## src/design/bpsc_pkg.sv

```systemverilog
// Shared types, codes and helpers of the battery power-state controller.
package bpsc_pkg;

    // Item kinds as they arrive on the input queue
    typedef enum logic [1:0] {
        KIND_TICK     = 2'd0,
        KIND_SAMPLE   = 2'd1,
        KIND_ACTIVITY = 2'd2,
        KIND_WAKE     = 2'd3
    } t_kind;

    // Power modes
    typedef enum logic [2:0] {
        MODE_ACTIVE = 3'd0,
        MODE_MOTION = 3'd1,
        MODE_LIGHT  = 3'd2,
        MODE_DEEP   = 3'd3,
        MODE_LOW    = 3'd4,
        MODE_CRIT   = 3'd5,
        MODE_USB    = 3'd6
    } t_mode;

    // Back-end sequencer states
    typedef enum logic [3:0] {
        SEQ_IDLE,
        SEQ_EXEC,
        SEQ_MUL,
        SEQ_DIV,
        SEQ_CONV,
        SEQ_ACC,
        SEQ_AVG,
        SEQ_PCT,
        SEQ_EMIT
    } t_seq;

    // Configuration register indexes
    localparam logic [2:0] CFG_IDLE_TO_LIGHT = 3'd0;
    localparam logic [2:0] CFG_LIGHT_TO_DEEP = 3'd1;
    localparam logic [2:0] CFG_LOW_TH        = 3'd2;
    localparam logic [2:0] CFG_CRIT_TH       = 3'd3;
    localparam logic [2:0] CFG_CAL_OFFSET    = 3'd4;
    localparam logic [2:0] CFG_AUTO_SLEEP    = 3'd5;
    localparam logic [2:0] CFG_DEEP_SLEEP    = 3'd6;
    localparam logic [2:0] CFG_MONITOR       = 3'd7;

    localparam int CFG_DATA_W = 22;

    // Conversion and curve constants
    localparam logic [12:0] ADC_SCALE   = 13'd6600;  // 2 x 3.3 V full scale in mV
    localparam logic [24:0] ADC_ROUND   = 25'd2047;
    localparam logic [12:0] ADC_FULL    = 13'd4095;
    localparam logic [12:0] MV_NOMINAL  = 13'd3800;
    localparam logic [12:0] MV_FULL     = 13'd4200;
    localparam logic [12:0] MV_KNEE     = 13'd3700;
    localparam logic [12:0] MV_EMPTY    = 13'd3000;
    localparam logic [12:0] MV_MAX      = 13'd8191;
    localparam logic [12:0] RECIP_10    = 13'd6554;  // ceil(2^16 / 10)
    localparam logic [12:0] RECIP_14    = 13'd4682;  // ceil(2^16 / 14)

    typedef struct packed {
        logic [21:0]        idle_to_light_ms;
        logic [21:0]        light_to_deep_ms;
        logic [12:0]        low_threshold_mv;
        logic [12:0]        critical_threshold_mv;
        logic signed [10:0] calibration_offset_mv;
        logic               auto_sleep_enable;
        logic               deep_sleep_enable;
        logic               monitoring_enable;
    } t_cfg;

    typedef struct packed {
        t_kind       kind;
        logic [11:0] adc_raw;
        logic        vbus_high;
        logic        wake_motion;
    } t_cmd;

    typedef struct packed {
        t_mode       power_mode;
        logic [12:0] filtered_mv;
        logic [6:0]  charge_percent;
        logic        battery_low;
        logic        battery_critical;
        logic        usb_present;
        logic        low_event;
        logic        critical_event;
        logic        usb_connect_event;
        logic [31:0] wake_total;
        logic [31:0] sleep_entry_total;
    } t_result;

    // Saturating increment of a 32-bit count
    function automatic logic [31:0] sat_inc(input logic [31:0] v);
        return (v == 32'hFFFF_FFFF) ? v : v + 32'd1;
    endfunction

endpackage

```

## src/design/battery_power_state_controller_core.sv

```systemverilog
// Top level of the battery power-state controller: config registers, front and back.
//
//  Channel   Direction  Handshake               Beat
//  input     in         push / full             kind, adc_raw, vbus_high, wake_source
//  result    out        empty / pop             mode, voltage, percent, flags, events, totals
//  config    in         i_cfg_we (no wait)      i_cfg_idx, i_cfg_data
//
//  Tick, activity and wake beats go from queue head through the EXEC and EMIT states.
//  Sample beats also pass MUL, DIV, CONV, ACC, the bit-serial average divider in AVG
//  over the SUM_W = 13 + clog2(SAMPLE_DEPTH+1) bits of the sum, and PCT.
//  One beat is in the sequencer at a time; two-entry queues sit on each side.
//  Reset is synchronous and clears modes, counters, averages and both queues.
//  A full result queue stalls the sequencer; the input queue keeps accepting until full.
module battery_power_state_controller_core
    import bpsc_pkg::*;
#(
    parameter int SAMPLE_DEPTH = 8,
    parameter int GRACE_MS     = 10000
) (
    input  logic                  i_clk,
    input  logic                  i_rst_n,
    input  logic                  push,
    output logic                  full,
    input  logic [1:0]            i_kind,
    input  logic [11:0]           i_adc_raw,
    input  logic                  i_vbus_high,
    input  logic [1:0]            i_wake_source,
    output logic                  empty,
    input  logic                  pop,
    output logic [2:0]            o_power_mode,
    output logic [12:0]           o_filtered_mv,
    output logic [6:0]            o_charge_percent,
    output logic                  o_battery_low,
    output logic                  o_battery_critical,
    output logic                  o_usb_present,
    output logic                  o_low_event,
    output logic                  o_critical_event,
    output logic                  o_usb_connect_event,
    output logic [31:0]           o_wake_total,
    output logic [31:0]           o_sleep_entry_total,
    input  logic                  i_cfg_we,
    input  logic [2:0]            i_cfg_idx,
    input  logic [CFG_DATA_W-1:0] i_cfg_data
);

    t_cfg    r_cfg;
    logic    w_cmd_valid;
    t_cmd    w_cmd;
    logic    w_cmd_pop;
    t_result w_res;

    // Configuration register writes
    always_ff @(posedge i_clk) begin
        if (!i_rst_n) begin
            r_cfg.idle_to_light_ms      <= 22'd180000;
            r_cfg.light_to_deep_ms      <= 22'd60000;
            r_cfg.low_threshold_mv      <= 13'd3400;
            r_cfg.critical_threshold_mv <= 13'd3200;
            r_cfg.calibration_offset_mv <= 11'sd0;
            r_cfg.auto_sleep_enable     <= 1'b1;
            r_cfg.deep_sleep_enable     <= 1'b1;
            r_cfg.monitoring_enable     <= 1'b0;
        end else if (i_cfg_we) begin
            case (i_cfg_idx)
                CFG_IDLE_TO_LIGHT: r_cfg.idle_to_light_ms      <= i_cfg_data[21:0];
                CFG_LIGHT_TO_DEEP: r_cfg.light_to_deep_ms      <= i_cfg_data[21:0];
                CFG_LOW_TH:        r_cfg.low_threshold_mv      <= i_cfg_data[12:0];
                CFG_CRIT_TH:       r_cfg.critical_threshold_mv <= i_cfg_data[12:0];
                CFG_CAL_OFFSET:    r_cfg.calibration_offset_mv <= $signed(i_cfg_data[10:0]);
                CFG_AUTO_SLEEP:    r_cfg.auto_sleep_enable     <= i_cfg_data[0];
                CFG_DEEP_SLEEP:    r_cfg.deep_sleep_enable     <= i_cfg_data[0];
                CFG_MONITOR:       r_cfg.monitoring_enable     <= i_cfg_data[0];
                default: ;
            endcase
        end
    end

    bpsc_front u_front (
        .i_clk         (i_clk),
        .i_rst_n       (i_rst_n),
        .push          (push),
        .full          (full),
        .i_kind        (i_kind),
        .i_adc_raw     (i_adc_raw),
        .i_vbus_high   (i_vbus_high),
        .i_wake_source (i_wake_source),
        .o_cmd_valid   (w_cmd_valid),
        .o_cmd         (w_cmd),
        .i_cmd_pop     (w_cmd_pop)
    );

    bpsc_back #(
        .SAMPLE_DEPTH (SAMPLE_DEPTH),
        .GRACE_MS     (GRACE_MS)
    ) u_back (
        .i_clk       (i_clk),
        .i_rst_n     (i_rst_n),
        .i_cfg       (r_cfg),
        .i_cmd_valid (w_cmd_valid),
        .i_cmd       (w_cmd),
        .o_cmd_pop   (w_cmd_pop),
        .empty       (empty),
        .pop         (pop),
        .o_res       (w_res)
    );

    // Unpack the result beat
    assign o_power_mode        = w_res.power_mode;
    assign o_filtered_mv       = w_res.filtered_mv;
    assign o_charge_percent    = w_res.charge_percent;
    assign o_battery_low       = w_res.battery_low;
    assign o_battery_critical  = w_res.battery_critical;
    assign o_usb_present       = w_res.usb_present;
    assign o_low_event         = w_res.low_event;
    assign o_critical_event    = w_res.critical_event;
    assign o_usb_connect_event = w_res.usb_connect_event;
    assign o_wake_total        = w_res.wake_total;
    assign o_sleep_entry_total = w_res.sleep_entry_total;

endmodule

```

## src/design/bpsc_front.sv

```systemverilog
// Input side: accept items, classify them and hold them in a two-entry queue.
module bpsc_front
    import bpsc_pkg::*;
(
    input  logic        i_clk,
    input  logic        i_rst_n,
    input  logic        push,
    output logic        full,
    input  logic [1:0]  i_kind,
    input  logic [11:0] i_adc_raw,
    input  logic        i_vbus_high,
    input  logic [1:0]  i_wake_source,
    output logic        o_cmd_valid,
    output t_cmd        o_cmd,
    input  logic        i_cmd_pop
);

    t_cmd       r_q [2];
    logic       r_wp;
    logic       r_rp;
    logic [1:0] r_cnt;
    t_cmd       w_cmd;
    logic       w_push;
    logic       w_pop;

    // Classify the incoming beat
    always_comb begin
        w_cmd.kind        = t_kind'(i_kind);
        w_cmd.adc_raw     = i_adc_raw;
        w_cmd.vbus_high   = i_vbus_high;
        w_cmd.wake_motion = (i_wake_source == 2'd1);
    end

    assign full        = (r_cnt == 2'd2);
    assign w_push      = push && !full;
    assign w_pop       = i_cmd_pop && (r_cnt != 2'd0);
    assign o_cmd_valid = (r_cnt != 2'd0);
    assign o_cmd       = r_q[r_rp];

    // Store the classified beat
    always_ff @(posedge i_clk) begin
        if (w_push) begin
            r_q[r_wp] <= w_cmd;
        end
    end

    // Advance pointers and count
    always_ff @(posedge i_clk) begin
        if (!i_rst_n) begin
            r_wp  <= 1'b0;
            r_rp  <= 1'b0;
            r_cnt <= 2'd0;
        end else begin
            if (w_push) begin
                r_wp <= ~r_wp;
            end
            if (w_pop) begin
                r_rp <= ~r_rp;
            end
            r_cnt <= r_cnt + {1'b0, w_push} - {1'b0, w_pop};
        end
    end

endmodule

```

## src/design/bpsc_back.sv

```systemverilog
// Back end: sequencer that runs mode rules and sample averaging, plus result queue.
module bpsc_back
    import bpsc_pkg::*;
#(
    parameter int SAMPLE_DEPTH = 8,
    parameter int GRACE_MS     = 10000
) (
    input  logic    i_clk,
    input  logic    i_rst_n,
    input  t_cfg    i_cfg,
    input  logic    i_cmd_valid,
    input  t_cmd    i_cmd,
    output logic    o_cmd_pop,
    output logic    empty,
    input  logic    pop,
    output t_result o_res
);

    localparam int          PTR_W = (SAMPLE_DEPTH > 1) ? $clog2(SAMPLE_DEPTH) : 1;
    localparam int          CNT_W = $clog2(SAMPLE_DEPTH + 1);
    localparam int          SUM_W = 13 + CNT_W;
    localparam int          IT_W  = $clog2(SUM_W + 1);
    localparam logic [31:0] GRACE = 32'(GRACE_MS);

    t_seq r_state;
    t_seq n_state;

    // Architectural state
    t_mode       r_mode;
    logic [31:0] r_since;
    logic [31:0] r_idle;
    logic [31:0] r_inm;
    logic [PTR_W-1:0] r_pos;
    logic        r_full;
    logic [SUM_W-1:0] r_sum;
    logic        r_low;
    logic        r_crit;
    logic        r_usb;
    logic [12:0] r_avg;
    logic [6:0]  r_pct;
    logic [31:0] r_wake;
    logic [31:0] r_sleep;
    logic [2:0]  r_ev;

    // Working registers
    t_cmd        r_cmd;
    logic [24:0] r_y;
    logic [12:0] r_q0;
    logic [12:0] r_mv;
    logic [12:0] r_old;
    logic [12:0] r_ring [SAMPLE_DEPTH];
    logic [CNT_W-1:0] r_rem;
    logic [CNT_W-1:0] r_div;
    logic [SUM_W-1:0] r_dvd;
    logic [SUM_W-1:0] r_quo;
    logic [IT_W-1:0]  r_iter;

    // Result queue
    t_result     r_obuf [2];
    logic        r_owp;
    logic        r_orp;
    logic [1:0]  r_ocnt;

    logic        w_res_push;
    logic        w_ofull;
    logic        w_opop;
    t_result     w_res;

    // Next state
    always_comb begin
        n_state = r_state;
        case (r_state)
            SEQ_IDLE: if (i_cmd_valid) n_state = SEQ_EXEC;
            SEQ_EXEC: n_state = (r_cmd.kind == KIND_SAMPLE) ? SEQ_MUL : SEQ_EMIT;
            SEQ_MUL:  n_state = SEQ_DIV;
            SEQ_DIV:  n_state = SEQ_CONV;
            SEQ_CONV: n_state = SEQ_ACC;
            SEQ_ACC:  n_state = SEQ_AVG;
            SEQ_AVG:  if (r_iter == IT_W'(1)) n_state = SEQ_PCT;
            SEQ_PCT:  n_state = SEQ_EMIT;
            SEQ_EMIT: if (!w_ofull) n_state = SEQ_IDLE;
            default:  n_state = SEQ_IDLE;
        endcase
    end

    // Sequencer strobes
    always_comb begin
        o_cmd_pop  = 1'b0;
        w_res_push = 1'b0;
        case (r_state)
            SEQ_IDLE: o_cmd_pop  = i_cmd_valid;
            SEQ_EMIT: w_res_push = !w_ofull;
            default: begin
                o_cmd_pop  = 1'b0;
                w_res_push = 1'b0;
            end
        endcase
    end

    always_ff @(posedge i_clk) begin
        if (!i_rst_n) begin
            r_state <= SEQ_IDLE;
        end else begin
            r_state <= n_state;
        end
    end

    // Tick rules: counters advance first, then the mode table
    logic [31:0] tk_since;
    logic [31:0] tk_idle;
    logic [31:0] tk_inm;
    t_mode       tk_tgt;
    logic        tk_sleep;

    always_comb begin
        tk_since = sat_inc(r_since);
        tk_idle  = sat_inc(r_idle);
        tk_inm   = sat_inc(r_inm);
        tk_tgt   = r_mode;
        tk_sleep = 1'b0;
        case (r_mode)
            MODE_ACTIVE, MODE_MOTION: begin
                if (tk_since < GRACE) begin
                    if (r_usb) tk_tgt = MODE_USB;
                end else if (r_crit && !r_usb) begin
                    tk_tgt = MODE_CRIT;
                end else if (r_low && !r_usb) begin
                    tk_tgt = MODE_LOW;
                end else if (r_usb) begin
                    tk_tgt = MODE_USB;
                end else if (i_cfg.auto_sleep_enable
                             && tk_idle >= 32'(i_cfg.idle_to_light_ms)) begin
                    tk_sleep = 1'b1;
                    tk_tgt   = (i_cfg.deep_sleep_enable && i_cfg.light_to_deep_ms == 22'd0)
                               ? MODE_DEEP : MODE_LIGHT;
                end
            end
            MODE_LIGHT: begin
                if (i_cfg.deep_sleep_enable && i_cfg.light_to_deep_ms != 22'd0
                    && tk_inm >= 32'(i_cfg.light_to_deep_ms)) begin
                    tk_sleep = 1'b1;
                    tk_tgt   = MODE_DEEP;
                end
            end
            MODE_LOW: begin
                if (r_usb)       tk_tgt = MODE_USB;
                else if (!r_low) tk_tgt = MODE_ACTIVE;
                else if (r_crit) tk_tgt = MODE_CRIT;
            end
            MODE_CRIT: begin
                if (r_usb) begin
                    tk_tgt = MODE_USB;
                end else begin
                    tk_tgt   = MODE_DEEP;
                    tk_sleep = 1'b1;
                end
            end
            MODE_USB: begin
                if (!r_usb) begin
                    if (r_crit)     tk_tgt = MODE_CRIT;
                    else if (r_low) tk_tgt = MODE_LOW;
                    else            tk_tgt = MODE_ACTIVE;
                end
            end
            default: tk_tgt = r_mode;
        endcase
    end

    // Conversion correction: q0 may be one short of y / 4095
    logic [25:0]        cv_rem;
    logic [12:0]        cv_q;
    logic signed [14:0] cv_sum;
    logic [12:0]        cv_mv;

    always_comb begin
        cv_rem = {1'b0, r_y} - (({13'd0, r_q0} << 12) - {13'd0, r_q0});
        cv_q   = r_q0 + {12'd0, (cv_rem >= {13'd0, ADC_FULL})};
        cv_sum = $signed({2'b00, cv_q}) + 15'(i_cfg.calibration_offset_mv);
        if (cv_sum < 15'sd0) begin
            cv_mv = 13'd0;
        end else if (cv_sum > $signed({2'b00, MV_MAX})) begin
            cv_mv = MV_MAX;
        end else begin
            cv_mv = cv_sum[12:0];
        end
    end

    // Ring accumulate and new sample count
    logic [SUM_W-1:0] ac_sum;
    logic [PTR_W-1:0] ac_pos;
    logic             ac_full;
    logic [CNT_W-1:0] ac_cnt;

    always_comb begin
        ac_sum  = r_sum - (r_full ? SUM_W'(r_old) : SUM_W'(0)) + SUM_W'(r_mv);
        ac_pos  = (r_pos == PTR_W'(SAMPLE_DEPTH - 1)) ? PTR_W'(0) : r_pos + PTR_W'(1);
        ac_full = r_full || (ac_pos == PTR_W'(0));
        ac_cnt  = ac_full ? CNT_W'(SAMPLE_DEPTH) : CNT_W'(ac_pos);
    end

    // One restoring divide step
    logic [CNT_W:0]   dv_trial;
    logic             dv_ge;

    always_comb begin
        dv_trial = {r_rem, r_dvd[SUM_W-1]};
        dv_ge    = (dv_trial >= {1'b0, r_div});
    end

    // Percent curve and thresholds from the new average
    logic [12:0] pc_avg;
    logic [8:0]  pc_dhi;
    logic [9:0]  pc_dlo;
    logic [21:0] pc_phi;
    logic [21:0] pc_plo;
    logic [6:0]  pc_pct;

    always_comb begin
        pc_avg = r_quo[12:0];
        pc_dhi = 9'(pc_avg - MV_KNEE);
        pc_dlo = 10'(pc_avg - MV_EMPTY);
        pc_phi = 22'(pc_dhi) * 22'(RECIP_10);
        pc_plo = 22'(pc_dlo) * 22'(RECIP_14);
        if (pc_avg >= MV_FULL) begin
            pc_pct = 7'd100;
        end else if (pc_avg <= MV_EMPTY) begin
            pc_pct = 7'd0;
        end else if (pc_avg >= MV_KNEE) begin
            pc_pct = 7'd50 + 7'(pc_phi[21:16]);
        end else begin
            pc_pct = 7'(pc_plo[21:16]);
        end
    end

    // Sample memory: read old entry, write new one
    always_ff @(posedge i_clk) begin
        if (r_state == SEQ_MUL) begin
            r_old <= r_ring[r_pos];
        end
        if (r_state == SEQ_ACC) begin
            r_ring[r_pos] <= r_mv;
        end
    end

    // Datapath working registers
    always_ff @(posedge i_clk) begin
        if (o_cmd_pop) begin
            r_cmd <= i_cmd;
        end
        case (r_state)
            SEQ_MUL: r_y <= 25'(r_cmd.adc_raw) * 25'(ADC_SCALE) + ADC_ROUND;
            SEQ_DIV: r_q0 <= 13'(({12'd0, r_y} + ({12'd0, r_y} << 12)) >> 24);
            SEQ_CONV: r_mv <= i_cfg.monitoring_enable ? cv_mv : MV_NOMINAL;
            SEQ_ACC: begin
                r_rem  <= '0;
                r_dvd  <= ac_sum;
                r_div  <= ac_cnt;
                r_iter <= IT_W'(SUM_W);
            end
            SEQ_AVG: begin
                r_rem  <= dv_ge ? CNT_W'(dv_trial - {1'b0, r_div}) : CNT_W'(dv_trial);
                r_dvd  <= r_dvd << 1;
                r_quo  <= {r_quo[SUM_W-2:0], dv_ge};
                r_iter <= r_iter - IT_W'(1);
            end
            default: ;
        endcase
    end

    // Architectural state updates
    always_ff @(posedge i_clk) begin
        if (!i_rst_n) begin
            r_mode  <= MODE_ACTIVE;
            r_since <= '0;
            r_idle  <= '0;
            r_inm   <= '0;
            r_pos   <= '0;
            r_full  <= 1'b0;
            r_sum   <= '0;
            r_low   <= 1'b0;
            r_crit  <= 1'b0;
            r_usb   <= 1'b0;
            r_avg   <= '0;
            r_pct   <= '0;
            r_wake  <= '0;
            r_sleep <= '0;
            r_ev    <= '0;
        end else begin
            case (r_state)
                SEQ_EXEC: begin
                    r_ev <= '0;
                    case (r_cmd.kind)
                        KIND_TICK: begin
                            r_since <= tk_since;
                            r_idle  <= tk_idle;
                            r_mode  <= tk_tgt;
                            r_inm   <= (tk_tgt != r_mode) ? 32'd0 : tk_inm;
                            if (tk_sleep) r_sleep <= sat_inc(r_sleep);
                        end
                        KIND_ACTIVITY: r_idle <= '0;
                        KIND_WAKE: begin
                            if (r_mode == MODE_LIGHT || r_mode == MODE_DEEP) begin
                                r_wake <= sat_inc(r_wake);
                                r_idle <= '0;
                                r_mode <= r_cmd.wake_motion ? MODE_MOTION : MODE_ACTIVE;
                                r_inm  <= '0;
                            end
                        end
                        default: ;
                    endcase
                end
                SEQ_ACC: begin
                    r_sum  <= ac_sum;
                    r_pos  <= ac_pos;
                    r_full <= ac_full;
                end
                SEQ_PCT: begin
                    r_avg  <= pc_avg;
                    r_pct  <= pc_pct;
                    r_usb  <= r_cmd.vbus_high;
                    r_low  <= pc_avg < i_cfg.low_threshold_mv;
                    r_crit <= pc_avg < i_cfg.critical_threshold_mv;
                    r_ev[2] <= r_cmd.vbus_high && !r_usb;
                    r_ev[1] <= (pc_avg < i_cfg.critical_threshold_mv) && !r_crit;
                    r_ev[0] <= !((pc_avg < i_cfg.critical_threshold_mv) && !r_crit)
                               && (pc_avg < i_cfg.low_threshold_mv) && !r_low;
                end
                default: ;
            endcase
        end
    end

    // Assemble the result beat
    always_comb begin
        w_res.power_mode        = r_mode;
        w_res.filtered_mv       = r_avg;
        w_res.charge_percent    = r_pct;
        w_res.battery_low       = r_low;
        w_res.battery_critical  = r_crit;
        w_res.usb_present       = r_usb;
        w_res.low_event         = r_ev[0];
        w_res.critical_event    = r_ev[1];
        w_res.usb_connect_event = r_ev[2];
        w_res.wake_total        = r_wake;
        w_res.sleep_entry_total = r_sleep;
    end

    assign w_ofull = (r_ocnt == 2'd2);
    assign w_opop  = pop && (r_ocnt != 2'd0);
    assign empty   = (r_ocnt == 2'd0);
    assign o_res   = r_obuf[r_orp];

    // Hold finished results
    always_ff @(posedge i_clk) begin
        if (w_res_push) begin
            r_obuf[r_owp] <= w_res;
        end
    end

    always_ff @(posedge i_clk) begin
        if (!i_rst_n) begin
            r_owp  <= 1'b0;
            r_orp  <= 1'b0;
            r_ocnt <= 2'd0;
        end else begin
            if (w_res_push) r_owp <= ~r_owp;
            if (w_opop)     r_orp <= ~r_orp;
            r_ocnt <= r_ocnt + {1'b0, w_res_push} - {1'b0, w_opop};
        end
    end

    // Checks
    a_ocnt_bound: assert property (@(posedge i_clk) disable iff (!i_rst_n)
        r_ocnt <= 2'd2)
        else $error("result queue overfilled");

    a_emit_done: assert property (@(posedge i_clk) disable iff (!i_rst_n)
        (r_state == SEQ_EMIT && !w_ofull) |=> (r_state == SEQ_IDLE))
        else $error("result beat not retired");

    a_div_rem: assert property (@(posedge i_clk) disable iff (!i_rst_n)
        (r_state == SEQ_AVG) |-> (r_rem < r_div))
        else $error("divider remainder out of range");

    a_sleep_mono: assert property (@(posedge i_clk) disable iff (!i_rst_n)
        1'b1 |=> (r_sleep >= $past(r_sleep)))
        else $error("sleep count went down");

endmodule

```

## config.mk

```make
export PLATFORM = sky130hd
export DESIGN_NAME = battery_power_state_controller_core
export DESIGN_NICKNAME = d
export VERILOG_FILES = /design/src/design/bpsc_pkg.sv /design/src/design/battery_power_state_controller_core.sv /design/src/design/bpsc_front.sv /design/src/design/bpsc_back.sv
export SDC_FILE = /design/constraint.sdc
export NUM_CORES = 2
export LEC_CHECK = 0
export BUFFER_PORTS_ARGS = -buffer_cell sky130_fd_sc_hd__buf_2
export CORE_MARGIN = 3
export CORE_UTILIZATION = 25
export CTS_CLUSTER_SIZE = 24
export DETAILED_ROUTE_END_ITERATION = 7
export PLACE_DENSITY = 0.37
export SYNTH_ARGS = -nofsm -noshare
export SYNTH_HDL_FRONTEND = slang
export SYNTH_SLANG_ARGS = --single-unit
export TNS_END_PERCENT = 10
```

## constraint.sdc

```tcl
create_clock -name i_clk -period 11.6 [get_ports i_clk]
set_input_delay 1.16 -clock i_clk [delete_from_list [all_inputs] [get_ports i_clk]]
set_output_delay 1.16 -clock i_clk [all_outputs]
set_load 0.1 [all_outputs]
```

==> metrics.csv <==
stage,metric,value,unit
synthesis,Mean Syn Cell Area,10.3,um^2
floorplanning,Die Wd,419,um
placement,Detailed Place HPWL,84500,um
global_routing,largest net degree at the start of global routing,130,
worst_setup_path,crit-path max FO,13,
cells_and_area,area of the multi-input gates,21200,um^2
global_routing,first-pass GRT wire length,183000,um
clock_tree,"Clk Latency, worst-skew pair",700,ps
synthesis,Post-Syn Nets,4652,
clock_tree,post-cts sizing count,0,
worst_setup_path,crit path max-delay cell type,mux2i_1,
pwr,Leak,18.6,nW
pwr,Cell Pwr Density,304,nW/um^2
synthesis,Yosys top cell by area,edfxtp_1,
timing,worst slew pin tran,1150,ps
clock_tree,CTS H-Tree Depth,3,
cells_and_area,storage element area,19400,um^2
drt,total routed wirelength,118000,um
clock_tree,"Clk pin slew, worst setup/hold paths",60,ps
drt,average routed wire per standard cell,18.1,um
floorplanning,die height,419,um
timing,number of setup violations in the final report,0,
worst_hold_path,HP Class,flop to flop,
synthesis,mapped cell area,42600,um^2
pwr,Peak VDD IR,0.869,mV
floorplanning,Die ar.,175000,um^2
cells_and_area,Filler Cell Count,17569,
timing,Max-Slew Margin vs Limit,23.1,%
synthesis,"FF+latch count, synth",749,
clock_tree,post-CTS setup buffer count,0,
cells_and_area,number of flip-flops in the largest register,186,
synthesis,cells after synthesis,4145,
synthesis,post-synthesis sequential area ratio,45.6,%
drt,initial DRC count,1413,
timing,"Hold Vio Cnt, Final",0,
drt,drt pass-1 iters,5,
worst_setup_path,Worst EP required,11990,ps
synthesis,largest cells by area after synthesis,"edfxtp_1 (31%), dfxtp_1 (14%), ha_1 (11%)",
clock_tree,clock buffer depth,3,
floorplanning,I/O pins,142,
cells_and_area,largest reg by FF count,u_back.r_obuf,
synthesis,Post-synth EDFFs,442,
synthesis,Synth top area share,31.2,%
timing,crit share post-route,68.7,%
cells_and_area,Largest regs,"u_back.r_obuf: 186 flops, u_back.r_ring: 104 flops, r_cfg: 84 flops",
global_routing,initial antenna violation count,11,
global_routing,GRT overflow,0,
clock_tree,CTS tree,done,
cells_and_area,layout cells sized above 1,11.6,%
global_routing,total track usage,13.5,%
drt,via/cell ratio,4.55,
worst_setup_path,Crit Path Category,flop to flop,
worst_setup_path,CP arrival,8360,ps
drt,post-route ant nets,0,
placement,# port buffers,141,
timing,Peak Freq,125,MHz
worst_setup_path,Startpoint Class,flop,
worst_hold_path,Hold Path Stages,0,
worst_setup_path,Crit path depth,30,
synthesis,Synth async-reset ratio,0,%
floorplanning,Initial Util,25.3,%
worst_setup_path,Bufs and invs on worst path,1,
synthesis,Yosys warnings,0,
timing,setup TNS,0,ps
clock_tree,Root Driver,clkbuf_16,
drt,routed via count,29831,
timing,Layout Skew,47.8,ps
synthesis,Most used DFF post-synth,edfxtp_1,
worst_setup_path,top cell family by delay on the critical path,compound AO/OA/AOI/OAI gates,
drt,Post-route DRC,0,
placement,GPL Wtd Cong,0.778,
timing,WHS,440,ps
floorplanning,core area,168000,um^2
timing,RSZ-0062 raised after global routing,false,
clock_tree,total CTS buffers,94,
clock_tree,CTS Sinks,749,
cells_and_area,synth-to-layout area growth,15.1,%
timing,final slew viol count,0,
worst_setup_path,CP endpoint kind,flop,
clock_tree,Hold Buf Count CTS,0,
global_routing,vias in the first global route,29722,
synthesis,number of library cell types mapped by synthesis,88,
worst_setup_path,Crit path largest cell delay,770,ps
timing,Final min period,7970,ps
outcome,status,completed,
worst_setup_path,critical path's most frequent cell,a21oi_1,
cells_and_area,Nets,4776,
worst_setup_path,Reg2Reg Depth,30,
floorplanning,FP Rows,150,
job,MaxCap Viol Count,0,
cell usage in the layout, fill, tap and decap left out, types with 96 or more instances in the layout:
master / n
ha_1: 377
dfxtp_1: 304
o21ai_0: 123
mux2_2: 128
nand3_1: 116
clkbuf_16: 96
inv_1: 399
a21oi_1: 270
edfxtp_1: 442
buf_2: 140
nand2_1: 397
nor2_1: 286
xnor2_1: 161
Yosys cell counts (all sizes together), types with 52 or more instances:
master and count:
edfxtp 442, inv 401, nand2 397, ha 377, dfxtp 307, nor2 290
a21oi 271, xnor2 161, o21ai 131, mux2 128, clkbuf 121, nand3 117
nor3 96, xor2 89, fa 83, nand4 61, and2 52
logic make-up after synthesis:
kind of cell | count (synthesis) | synth area share (%)
multiplexers | 179 | 4.93
AND/OR/NAND/NOR | 1257 | 14.2
flip-flops | 749 | 45.6
XOR/XNOR | 250 | 5.14
buffers and inverters | 552 | 4.95
AO/OA/AOI/OAI | 698 | 10.2
adder cells (fa/ha/maj) | 460 | 15.0
report_power, final:
part           switching [mW]  leakage (nW)  internal, mW
combinational            5.39          10.5          3.06
sequential              0.151          6.52          3.33
clock                    1.21          1.55          1.79
total                    6.75          18.6          8.18
layer usage:
layer | track usage, % | vias up | routed length [um]
li1 | - | 14924 | -
met1 | 18.2 | 14399 | 56200
met2 | 22.4 | 359 | 55600
met3 | 1.85 | 149 | 3320
met4 | 3.91 | 0 | 3160
met5 | 0 | - | 0
through the flow:
stage	setup slack, ps	cell area [um^2]	util [%]	power [mW]	instances
finish	3630	49000	29.1	14.9	6552
floorplan	4840	42600	-	9.85	4145
global route	2950	49000	29.1	16.3	6552
detailed placement	3590	45800	27.3	12.1	6377
CTS	3590	49000	29.1	15.3	6550
global placement	3570	45800	27.3	12.2	6377
worst register-to-register path: cells and delay by family, from the launching register on:
family                     cells  cell delay (ps)
buffers and inverters          1               70
adders and majority gates      5             2080
and+or+nand+nor                5              690
DFF                            1              500
AOI/OAI and AO/OA             18             3600
muxes                          1              770
path summary, 6_finish.rpt:
path	start	slack [ps]	endpoint
worst max-delay path	u_back.r_q0[2]	3630	u_back.r_mv[10]
worst min-delay path	u_back.r_avg[4]	440	u_back.r_obuf[0][81]
worst max register to register	u_back.r_q0[2]	3630	u_back.r_mv[10]
worst min register to register	u_back.r_avg[4]	440	u_back.r_obuf[0][81]
cell type report:
class                      instances  area share (%)
antenna                            2          0.0102
clock buffer                     131            5.35
inverter                         404            3.11
sequential                       749            39.6
multi-input combinational       2844            43.2
timing repair buffer             176            1.98
tap                             2204            5.63
clock inverter                    42            1.11
(Power assumes the default switching activity.)
